[src/design/tlat_pkg.sv]
// Package: constants, types and the decay arithmetic of the load-average tracker.
package tlat_pkg;

   localparam int unsigned INTERVAL     = 500;
   localparam int unsigned TICK_RATE    = 100;
   localparam int unsigned MAX_RUNNABLE = 1023;

   localparam int unsigned COUNT_W    = 48;
   localparam int unsigned RUNNABLE_W = 10;
   localparam int unsigned AVG_W      = 21;
   localparam int unsigned SECONDS_W  = 42;
   localparam int unsigned EPOCH_W    = 32;
   localparam int unsigned FRAC_BITS  = 11;
   localparam int unsigned FACTOR_W   = 12;
   localparam int unsigned NUM_AVG    = 3;

   localparam int unsigned SUB_W = (TICK_RATE > 1) ? $clog2(TICK_RATE) : 1;
   localparam int unsigned PROD_W = AVG_W + FACTOR_W;

   localparam int unsigned REQ_DATA_W = 16;
   localparam int unsigned RSP_DATA_W = 208;

   localparam logic [FACTOR_W-1:0] ONE_FIXED = FACTOR_W'(2048);

   typedef logic [FACTOR_W-1:0] factor_type;

   // One-, five- and fifteen-minute decay factors out of 2048
   localparam factor_type DECAY_FACTOR [NUM_AVG] = '{
      FACTOR_W'(1884), FACTOR_W'(2014), FACTOR_W'(2037)
   };

   typedef struct packed {
      logic [REQ_DATA_W-RUNNABLE_W-2:0] pad;
      logic                             cpu_idle;
      logic [RUNNABLE_W-1:0]            runnable_count;
   } req_data_type;

   typedef struct packed {
      logic [5:0]           pad;
      logic [SECONDS_W-1:0] realtime_seconds;
      logic                 averages_updated;
      logic [AVG_W-1:0]     load_fifteen;
      logic [AVG_W-1:0]     load_five;
      logic [AVG_W-1:0]     load_one;
      logic [COUNT_W-1:0]   idle_ticks;
      logic [COUNT_W-1:0]   uptime_ticks;
   } rsp_data_type;

   // avg' = (avg*e + active*2048*(2048-e)) >> 11, saturated to the average width.
   // The active term has zero low bits, so it adds after the shift.
   function automatic logic [AVG_W-1:0] decay(input logic [AVG_W-1:0] avg,
                                              input logic [RUNNABLE_W-1:0] active,
                                              input factor_type factor);
      logic [PROD_W-1:0]  prod;
      logic [AVG_W:0]     acc;
      logic [FACTOR_W-1:0] comp;
      begin
         prod = PROD_W'(avg) * PROD_W'(factor);
         comp = ONE_FIXED - factor;
         acc  = (AVG_W+1)'(prod >> FRAC_BITS) + (AVG_W+1)'(active) * (AVG_W+1)'(comp);
         decay = acc[AVG_W] ? {AVG_W{1'b1}} : acc[AVG_W-1:0];
      end
   endfunction

endpackage

[src/design/tick_load_average_tracker_unit.sv]
// Top level: scheduler tick counter with idle accounting and three load averages.
//
// Each req item is one scheduler tick (runnable thread count and idle flag); each tick
// returns exactly one rsp item with the uptime and idle tick counters, the one-, five-
// and fifteen-minute load averages (scaled by 2048), a flag set on ticks that crossed
// an update interval, and wall-clock seconds (boot epoch plus whole seconds of uptime).
// The averages decay once every INTERVAL ticks. The path is an input register, one
// pass of update logic, and the result register; an item's result is registered in the
// result register when the item advances out of the input register, and the rate is
// one item per cycle while rsp_tready stays high.
// Uptime seconds are counted alongside the ticks with a sub-second counter, so no
// divider is needed. Write csr_wr_data only while no item is in flight.
module tick_load_average_tracker_unit
   import tlat_pkg::*;
(
   input  logic                  clock,
   input  logic                  reset,
   // req_tdata, low bit up: runnable_count[9:0], cpu_idle[10], zero pad[15:11]
   input  logic                  req_tvalid,
   output logic                  req_tready,
   input  logic [REQ_DATA_W-1:0] req_tdata,
   // rsp_tdata, low bit up: uptime_ticks[47:0], idle_ticks[95:48], load_one[116:96],
   // load_five[137:117], load_fifteen[158:138], averages_updated[159],
   // realtime_seconds[201:160], zero pad[207:202]
   output logic                  rsp_tvalid,
   input  logic                  rsp_tready,
   output logic [RSP_DATA_W-1:0] rsp_tdata,
   input  logic                  csr_wr_en,
   input  logic [EPOCH_W-1:0]    csr_wr_data
);

   req_data_type req_data;

   // input register
   logic                  in_valid_ff;
   logic [RUNNABLE_W-1:0] in_count_ff;
   logic                  in_idle_ff;

   // tick state
   logic [COUNT_W-1:0]   uptime_ff, uptime_in;
   logic [COUNT_W-1:0]   idle_ff, idle_in;
   logic [COUNT_W-1:0]   next_update_ff, next_update_in;
   logic [SUB_W-1:0]     sub_ff, sub_in;
   logic [SECONDS_W-1:0] sec_ff, sec_in;
   logic [AVG_W-1:0]     avg_ff [NUM_AVG];
   logic [AVG_W-1:0]     avg_in [NUM_AVG];
   logic [EPOCH_W-1:0]   epoch_ff;

   // result register
   logic         out_valid_ff;
   rsp_data_type out_data_ff, out_data_in;

   logic                  advance;
   logic                  do_update;
   logic [RUNNABLE_W-1:0] active;

   assign req_data   = req_data_type'(req_tdata);
   assign advance    = in_valid_ff && (!out_valid_ff || rsp_tready);
   assign req_tready = !in_valid_ff || advance;
   assign rsp_tvalid = out_valid_ff;
   assign rsp_tdata  = out_data_ff;

   // Hold an item in the input register until the result register can take its result
   always_ff @(posedge clock) begin
      if (reset) begin
         in_valid_ff <= 1'b0;
      end else if (req_tvalid && req_tready) begin
         in_valid_ff <= 1'b1;
      end else if (advance) begin
         in_valid_ff <= 1'b0;
      end
   end

   always_ff @(posedge clock) begin
      if (req_tvalid && req_tready) begin
         in_count_ff <= req_data.runnable_count;
         in_idle_ff  <= req_data.cpu_idle;
      end
   end

   always_ff @(posedge clock) begin
      if (reset) begin
         epoch_ff <= '0;
      end else if (csr_wr_en) begin
         epoch_ff <= csr_wr_data;
      end
   end

   // Clamp the runnable count to the supported maximum
   assign active = (32'(in_count_ff) > MAX_RUNNABLE) ? RUNNABLE_W'(MAX_RUNNABLE)
                                                      : in_count_ff;

   always_comb begin
      uptime_in = uptime_ff + COUNT_W'(1);
      idle_in   = in_idle_ff ? idle_ff + COUNT_W'(1) : idle_ff;

      // Whole seconds follow the tick counter; both restart when it wraps
      if (uptime_in == '0) begin
         sub_in = '0;
         sec_in = '0;
      end else if (sub_ff == SUB_W'(TICK_RATE - 1)) begin
         sub_in = '0;
         sec_in = sec_ff + SECONDS_W'(1);
      end else begin
         sub_in = sub_ff + SUB_W'(1);
         sec_in = sec_ff;
      end

      do_update      = (uptime_in == next_update_ff);
      next_update_in = do_update ? next_update_ff + COUNT_W'(INTERVAL) : next_update_ff;

      for (int i = 0; i < NUM_AVG; i++) begin
         avg_in[i] = do_update ? decay(avg_ff[i], active, DECAY_FACTOR[i]) : avg_ff[i];
      end

      out_data_in                  = '0;
      out_data_in.uptime_ticks     = uptime_in;
      out_data_in.idle_ticks       = idle_in;
      out_data_in.load_one         = avg_in[0];
      out_data_in.load_five        = avg_in[1];
      out_data_in.load_fifteen     = avg_in[2];
      out_data_in.averages_updated = do_update;
      out_data_in.realtime_seconds = SECONDS_W'(epoch_ff) + sec_in;
   end

   // Advance the tick state once per item that moves into the result register
   always_ff @(posedge clock) begin
      if (reset) begin
         uptime_ff      <= '0;
         idle_ff        <= '0;
         next_update_ff <= COUNT_W'(INTERVAL);
         sub_ff         <= '0;
         sec_ff         <= '0;
         for (int i = 0; i < NUM_AVG; i++) begin
            avg_ff[i] <= '0;
         end
      end else if (advance) begin
         uptime_ff      <= uptime_in;
         idle_ff        <= idle_in;
         next_update_ff <= next_update_in;
         sub_ff         <= sub_in;
         sec_ff         <= sec_in;
         for (int i = 0; i < NUM_AVG; i++) begin
            avg_ff[i] <= avg_in[i];
         end
      end
   end

   // Result register: drop the item once taken, load the next one as it advances
   always_ff @(posedge clock) begin
      if (reset) begin
         out_valid_ff <= 1'b0;
      end else if (advance) begin
         out_valid_ff <= 1'b1;
      end else if (rsp_tready) begin
         out_valid_ff <= 1'b0;
      end
   end

   always_ff @(posedge clock) begin
      if (advance) begin
         out_data_ff <= out_data_in;
      end
   end

endmodule

[config.mk]
export PLATFORM = sky130hd
export DESIGN_NAME = tick_load_average_tracker_unit
export DESIGN_NICKNAME = d
export VERILOG_FILES = /design/src/design/tlat_pkg.sv /design/src/design/tick_load_average_tracker_unit.sv
export SDC_FILE = /design/constraint.sdc
export NUM_CORES = 2
export LEC_CHECK = 0
export BUFFER_PORTS_ARGS = -buffer_cell sky130_fd_sc_hd__buf_2
export CAP_MARGIN = 10
export CORE_MARGIN = 2
export CORE_UTILIZATION = 48
export CTS_CLUSTER_DIAMETER = 100
export DETAILED_ROUTE_END_ITERATION = 8
export GPL_TIMING_DRIVEN = 0
export PLACE_DENSITY = 0.65
export SLEW_MARGIN = 20
export SYNTH_ARGS = -nofsm -noshare
export SYNTH_HDL_FRONTEND = slang
export SYNTH_SLANG_ARGS = --single-unit
[constraint.sdc]
create_clock -name clock -period 26.7 [get_ports clock]
set_input_delay 5.34 -clock clock [delete_from_list [all_inputs] [get_ports clock]]
set_output_delay 5.34 -clock clock [all_outputs]
set_load 0.01 [all_outputs]
Yosys cells after proc, flatten, opt, wreduce, memory -nomap -nowiden
Memory sizes are Yosys's and may differ from the RTL's. Index checks and enable logic that the tools add are counted.

Flip-flop bits (word level): 440. RAM bits: 63. Output and inout bits: 210. Logic and storage cells: 71. Memories: 1.

Add/sub/neg operators: 9. $mul: 6. Equality and inequality tests: 2. Muxes and demuxes: 23. Bitwise gates (word level): 3. Reductions and logical operators: 10.

Memories: avg_ff (words 3, width 21, read ports 3, clocked after Yosys merged registers in 0, write ports 3, RTL line tick_load_average_tracker_unit.sv:45) `logic [AVG_W-1:0] avg_ff [NUM_AVG];`.

Operators with widths (count): 21-bit 2-to-1 mux (9); 48-bit by 1-bit adder with 48-bit output (second input constant) (2); 42-bit 2-to-1 mux (2); 48-bit by 9-bit adder with 48-bit output (second input constant) (1); 48-bit equality test (1); 48-bit logical NOT (1); 48-bit 2-to-1 mux (1); 32-bit by 42-bit adder with 42-bit output (1); 42-bit by 1-bit adder with 42-bit output (second input constant) (1); 21-bit by 11-bit multiplier with 32-bit output (second input constant) (1); 21-bit by 10-bit multiplier with 31-bit output (second input constant) (1); 21-bit by 9-bit multiplier with 30-bit output (second input constant) (1); 21-bit by 14-bit adder with 22-bit output (1); 21-bit by 16-bit adder with 22-bit output (1); 21-bit by 18-bit adder with 22-bit output (1); 10-bit by 6-bit multiplier with 16-bit output (second input constant) (1); 10-bit by 5-bit multiplier with 15-bit output (second input constant) (1); 10-bit by 4-bit multiplier with 14-bit output (second input constant) (1); 7-bit 2-to-1 mux (2); 1-bit 2-to-1 mux (9); 7-bit by 1-bit adder with 7-bit output (second input constant) (1); 7-bit equality test (second input constant) (1); 2-bit nonzero test (2); 1-bit bitwise OR (3); 4 further kinds (7).

Logic depth before layout (Yosys ltp)
Depth after elaboration: 7. Mapped depth: 32. Gate-level depth less buffers: 32.

Least setup slack after synthesis
OpenSTA, ideal clock, no wires.

Path kind: input port to flip-flop. From: input port rsp_tready. To: register out_data_ff (netlist bit rsp_tdata[0]) (enable). Library setup time: 0.645 ns. Arrival time: 11.966 ns. Required time: 26.055 ns. Setup slack: 14.089 ns. Stages on the path: 6. Path buffers: 3. Path through: nor2b_1 nand2b_1 inv_1 clkbuf_1 clkbuf_1 clkbuf_1.

Cells in the longest elaborated chain, start to end: 2.

Ends and longest elaborated chain: from (decl) (RTL line tick_load_average_tracker_unit.sv:26) `input logic rsp_tready,`; 1-bit logical OR (RTL line tick_load_average_tracker_unit.sv:58) `assign advance = in_valid_ff && (!out_valid_ff || rsp_tready);`; 1-bit logical AND (RTL line tick_load_average_tracker_unit.sv:58); via advance (RTL line tick_load_average_tracker_unit.sv:53) `logic advance;`; to (signal assigned) (RTL line tick_load_average_tracker_unit.sv:162) `out_data_ff <= out_data_in;`; to (decl) (RTL line tick_load_average_tracker_unit.sv:51) `rsp_data_type out_data_ff, out_data_in;`.

The timed path passes the listed nets, and every way through them passes these cells. A chain may end at the register's enable or synchronous reset.

Final worst setup path
From: input port rsp_tready. To: output port req_tready.

Cells in the longest elaborated chain, start to end: 3.

Ends and longest elaborated chain: 1-bit logical OR (RTL line tick_load_average_tracker_unit.sv:58); 1-bit logical AND (RTL line tick_load_average_tracker_unit.sv:58); 1-bit logical OR (RTL line tick_load_average_tracker_unit.sv:59) `assign req_tready = !in_valid_ff || advance;`; to (decl) (RTL line tick_load_average_tracker_unit.sv:20) `output logic req_tready,`.

No other way between the ends.

==> impl.org <==
** Outcome
- Run status :: completed

** Setup path
- Setup slack of the worst register-to-register path :: between 15 and 20 ns
- STA classifies the critical path startpoint as an input pin.
- Worst Setup End Kind :: output port
- CP Max Fanout :: 4
- Critical Setup Path Class :: input pin to output port
- At the worst endpoint, the arrival time is roughly 6.2 ns.
- STA puts the critical path data required time at roughly 21 ns.

** Yosys
- Counting flops with a built-in enable in the synthesized netlist gives between 200 and 300.
- After Yosys synthesis, and, or, nand and nor cells account for 15.83% of the synthesized area.
- For this run, asynchronously set or reset flops after synthesis account for 0%.
- Synth Area in XOR/XNOR :: between 8 and 9%
- Multiplexer cells account for 1.221% of the synthesized area.
- Largest area contributor in the synthesized netlist :: sky130_fd_sc_hd__edfxtp_1
- After synthesis the cells add up to approximately 42000 um^2.
- Dominant combinational cell family by area after synthesis :: adder cells
- In the synthesized netlist, the number of instances is roughly 4300.
- Post-synthesis share of cell area spent on full adders, half adders and majority gates :: roughly a quarter
- For this run, the register share of the synthesized area comes to a little under a third.
- Share of the synthesized area in compound gates (AO/OA/AOI/OAI) :: between 10% and 20%
- Leading register cell type out of synthesis :: sky130_fd_sc_hd__edfxtp_1
- After synthesis, the most frequently instantiated cells are 540 x sky130_fd_sc_hd__inv_1, 375 x sky130_fd_sc_hd__ha_1, 375 x sky130_fd_sc_hd__nor2_1.
- Counting flops and latches in the post-synthesis netlist gives between 500 and 600.
- Summed over its instances, the top area cell type makes up between 15 and 20% of the synthesized netlist area.
- Post-synth cell types :: a little under 100
- Most used standard cell by instance count after synthesis :: sky130_fd_sc_hd__inv_1
- Synthesized area per cell :: just under 10 um^2
- Ranked by total cell area, the synthesized netlist is headed by sky130_fd_sc_hd__edfxtp_1 20%, sky130_fd_sc_hd__fa_1 15%, sky130_fd_sc_hd__ha_1 11%.
- Synthesis warning total :: 0

** GRT
- For this run the aggregate overflow at the end of global routing stands at 0.
- Number of antenna violations at the first check in global routing :: 3
- GR Util All Layers :: 25.38%
- Entering global routing, the biggest net connects 53 pins.
- Vias in the first global route :: ~32000
- First-pass GRT wire length :: 177500 um

** Floorplan
- Height of the chip :: ~300 um
- Effective utilization at floorplan :: between 40 and 50%
- Number of I/O pins :: roughly 260
- The die covers roughly 89000 um^2.
- Chip Width :: roughly 300 um
- The floorplan step defined a core boundary enclosing between 80000 and 90000 um^2.
- In this run the core area contains 108 standard-cell rows.

** Route
- First-pass iteration count of the detailed router :: 6
- In this run the remaining antenna-violating nets after routing total 0.
- Via density :: ~5.5
- Final WL :: 113100 um
- Avg WL per Cell :: ~19 um
- Drc violations :: 0
- Across all layers, the routed design uses around 32000 vias.
- The detailed router finished its first iteration with roughly 2400 violations.

** Clock network
- TritonCTS built the clock tree.
- Hold-fix buffers, CTS :: 0
- In this run, post-CTS repair resized a total of 0 instances.
- CTS sink cnt :: between 500 and 600
- In this run, CTS created clock tree buffers numbering 58.
- The clock passes through at most 3 buffers.
- The tree is rooted in a sky130_fd_sc_hd__clkbuf_16.
- Htree depth :: 2
- Once the clock tree was built, the setup fixing pass inserted 0 buffers.
- Clock latency of the later-clocked register in the worst-skew pair :: between 0.6 and 0.7 ns
- Clock-pin slew was measured on the worst setup and hold paths at approximately 0.070 ns.

** Timing
- Setup violations remaining at the end of the flow were counted as 0.
- The worst path uses 43.21% of the clock period.
- After layout, the minimum clock period comes to approximately 12 ns.
- At the pin with the least slew margin, the transition time is approximately 1.1 ns.
- The total count of max-transition violations in the final report was 0.
- RSZ-0062 raised after global routing :: false
- The hold violation count in the final report came to 0.
- Minimum hold slack :: approximately 0.47 ns
- Across the routed clock network, the largest skew measured is roughly 0.055 ns.
- Max frequency :: just under 0.09 GHz
- Slew Limit Headroom :: ~28%
- For the final routed database, the setup TNS stands at 0 ns.

** Placed design
- The number of placed instances, taps included, is 5736.
- The HPWL after detailed placement is 89640 um.
- Buffers placed on the I/O ports in this run total 250.
- Post-DP Area :: 44570 um^2
- Final GP Congestion :: around 0.96

** Layout
- Area occupied by registers :: around 13000 um^2
- Net count reported at finish :: approximately 5400
- Proportion of layout cells with a drive suffix above 1 :: approximately a tenth
- Leaving out filler cells and counting taps, the final layout contains between 5000 and 6000.
- From synthesis to final layout, the design area changed by 11.67%.
- Post-route standard cell area excluding fillers :: between 40000 and 50000 um^2
- Number of inserted filler cells in the final layout :: 7908
- The multi-input combinational cells in the finished layout cover a total of approximately 26000 um^2.

** Pwr
- Power density over the cells :: 134.1 nW/um^2
- Peak supply drop :: about 0.00029 V
- Static leakage :: between 0.02 and 0.025 uW

** Job
- Number of max-cap violations :: 0

** Worst hold path
- The worst hold path belongs to the class flop to flop.
layer usage:
metal	track usage, %	vias up	share of wire [%]
li1	-	15435	-
met2	42.82	886	48
met3	3.926	201	5.8
met5	0	-	0
met4	9.071	0	3.6
met1	33.11	15474	43
kinds of logic (layout without fill, tap and decap cells):
family / after synthesis / in the layout
xor gates and xnor gates: 412 / 412
other: 1 / 8
AOI/OAI and AO/OA: 681 / 681
muxes: 50 / 50
buffers and inverters: 696 / 1061
DFF: 501 / 501
and+or+nand+nor: 1288 / 1288
adders and majority gates: 692 / 692
worst max-delay path, stage by stage:
cell,delay (ns)
sky130_fd_sc_hd__buf_2,0.10
sky130_fd_sc_hd__nor2b_1,0.43
sky130_fd_sc_hd__nand2_1,0.12
sky130_fd_sc_hd__buf_2,0.20
power breakdown:
group	internal [uW]	total, uW	switching [uW]
clock	460	831	371
sequential	842	871	29.8
combinational	1940	4540	2600
stage by stage:
step / util, % / setup WS (ns) / total power (uW)
finish: 53.85 / 15.16 / 6246
global route: 53.85 / 15.12 / 6881
CTS: 53.85 / 15.18 / 6287
detailed placement: 51.54 / 15.18 / 5423
global placement: 51.36 / 9.377 / 5357
floorplan: - / 14.09 / 4446
final cells by class:
class	count	area share [%]
plain buffers	156	1.577
clock buffers	67	3.277
flip-flops and latches	501	27.47
multi-input cells	3129	56.23
well taps	1155	3.103
inverters	540	4.357
repair buffers	255	2.966
clock inverters	43	1.013
diodes	2	0.01075
registers in the layout, indices dropped and copies added (netlist names):
signal	count
active	10
avg_ff	63
epoch_ff	32
idle_ff	48
in_idle_ff	1
in_valid_ff	1
next_update_ff	46
rsp_tdata	202
rsp_tvalid	1
sec_ff	42
sub_ff	7
uptime_ff	48
cell usage in the layout (no fill, tap or decap), drive strengths merged, types with 11 or more instances in the layout:
master	Yosys	routed
nand3b	16	16
and2	63	63
o21a	24	24
clkbuf	91	158
nand2b	41	41
fa	317	317
a211oi	14	14
nor2	375	375
and4	23	23
a21o	68	68
o31ai	11	11
a31oi	19	19
edfxtp	276	276
nand4	80	80
nand2	243	243
xor2	171	171
a31o	11	11
o22a	16	16
buf	65	320
xnor2	233	233
or2	14	14
or3	72	72
inv	540	547
nor4	32	32
a21oi	248	248
nor2b	25	25
dfxtp	225	225
nand3	118	118
o21ai	152	152
and3	57	57
mux2i	43	43
ha	375	375
clkinv	0	23
nor3	85	85
final timing paths:
check | to | cells past startpoint | startpoint
max | req_tready | 4 | rsp_tready
min | sec_ff[41] | 2 | sec_ff[41]
max reg2reg | rsp_tdata[199] | 25 | uptime_ff[0]
min reg2reg | sec_ff[41] | 2 | sec_ff[41]
Note: power is estimated with default switching activity, not from simulation.
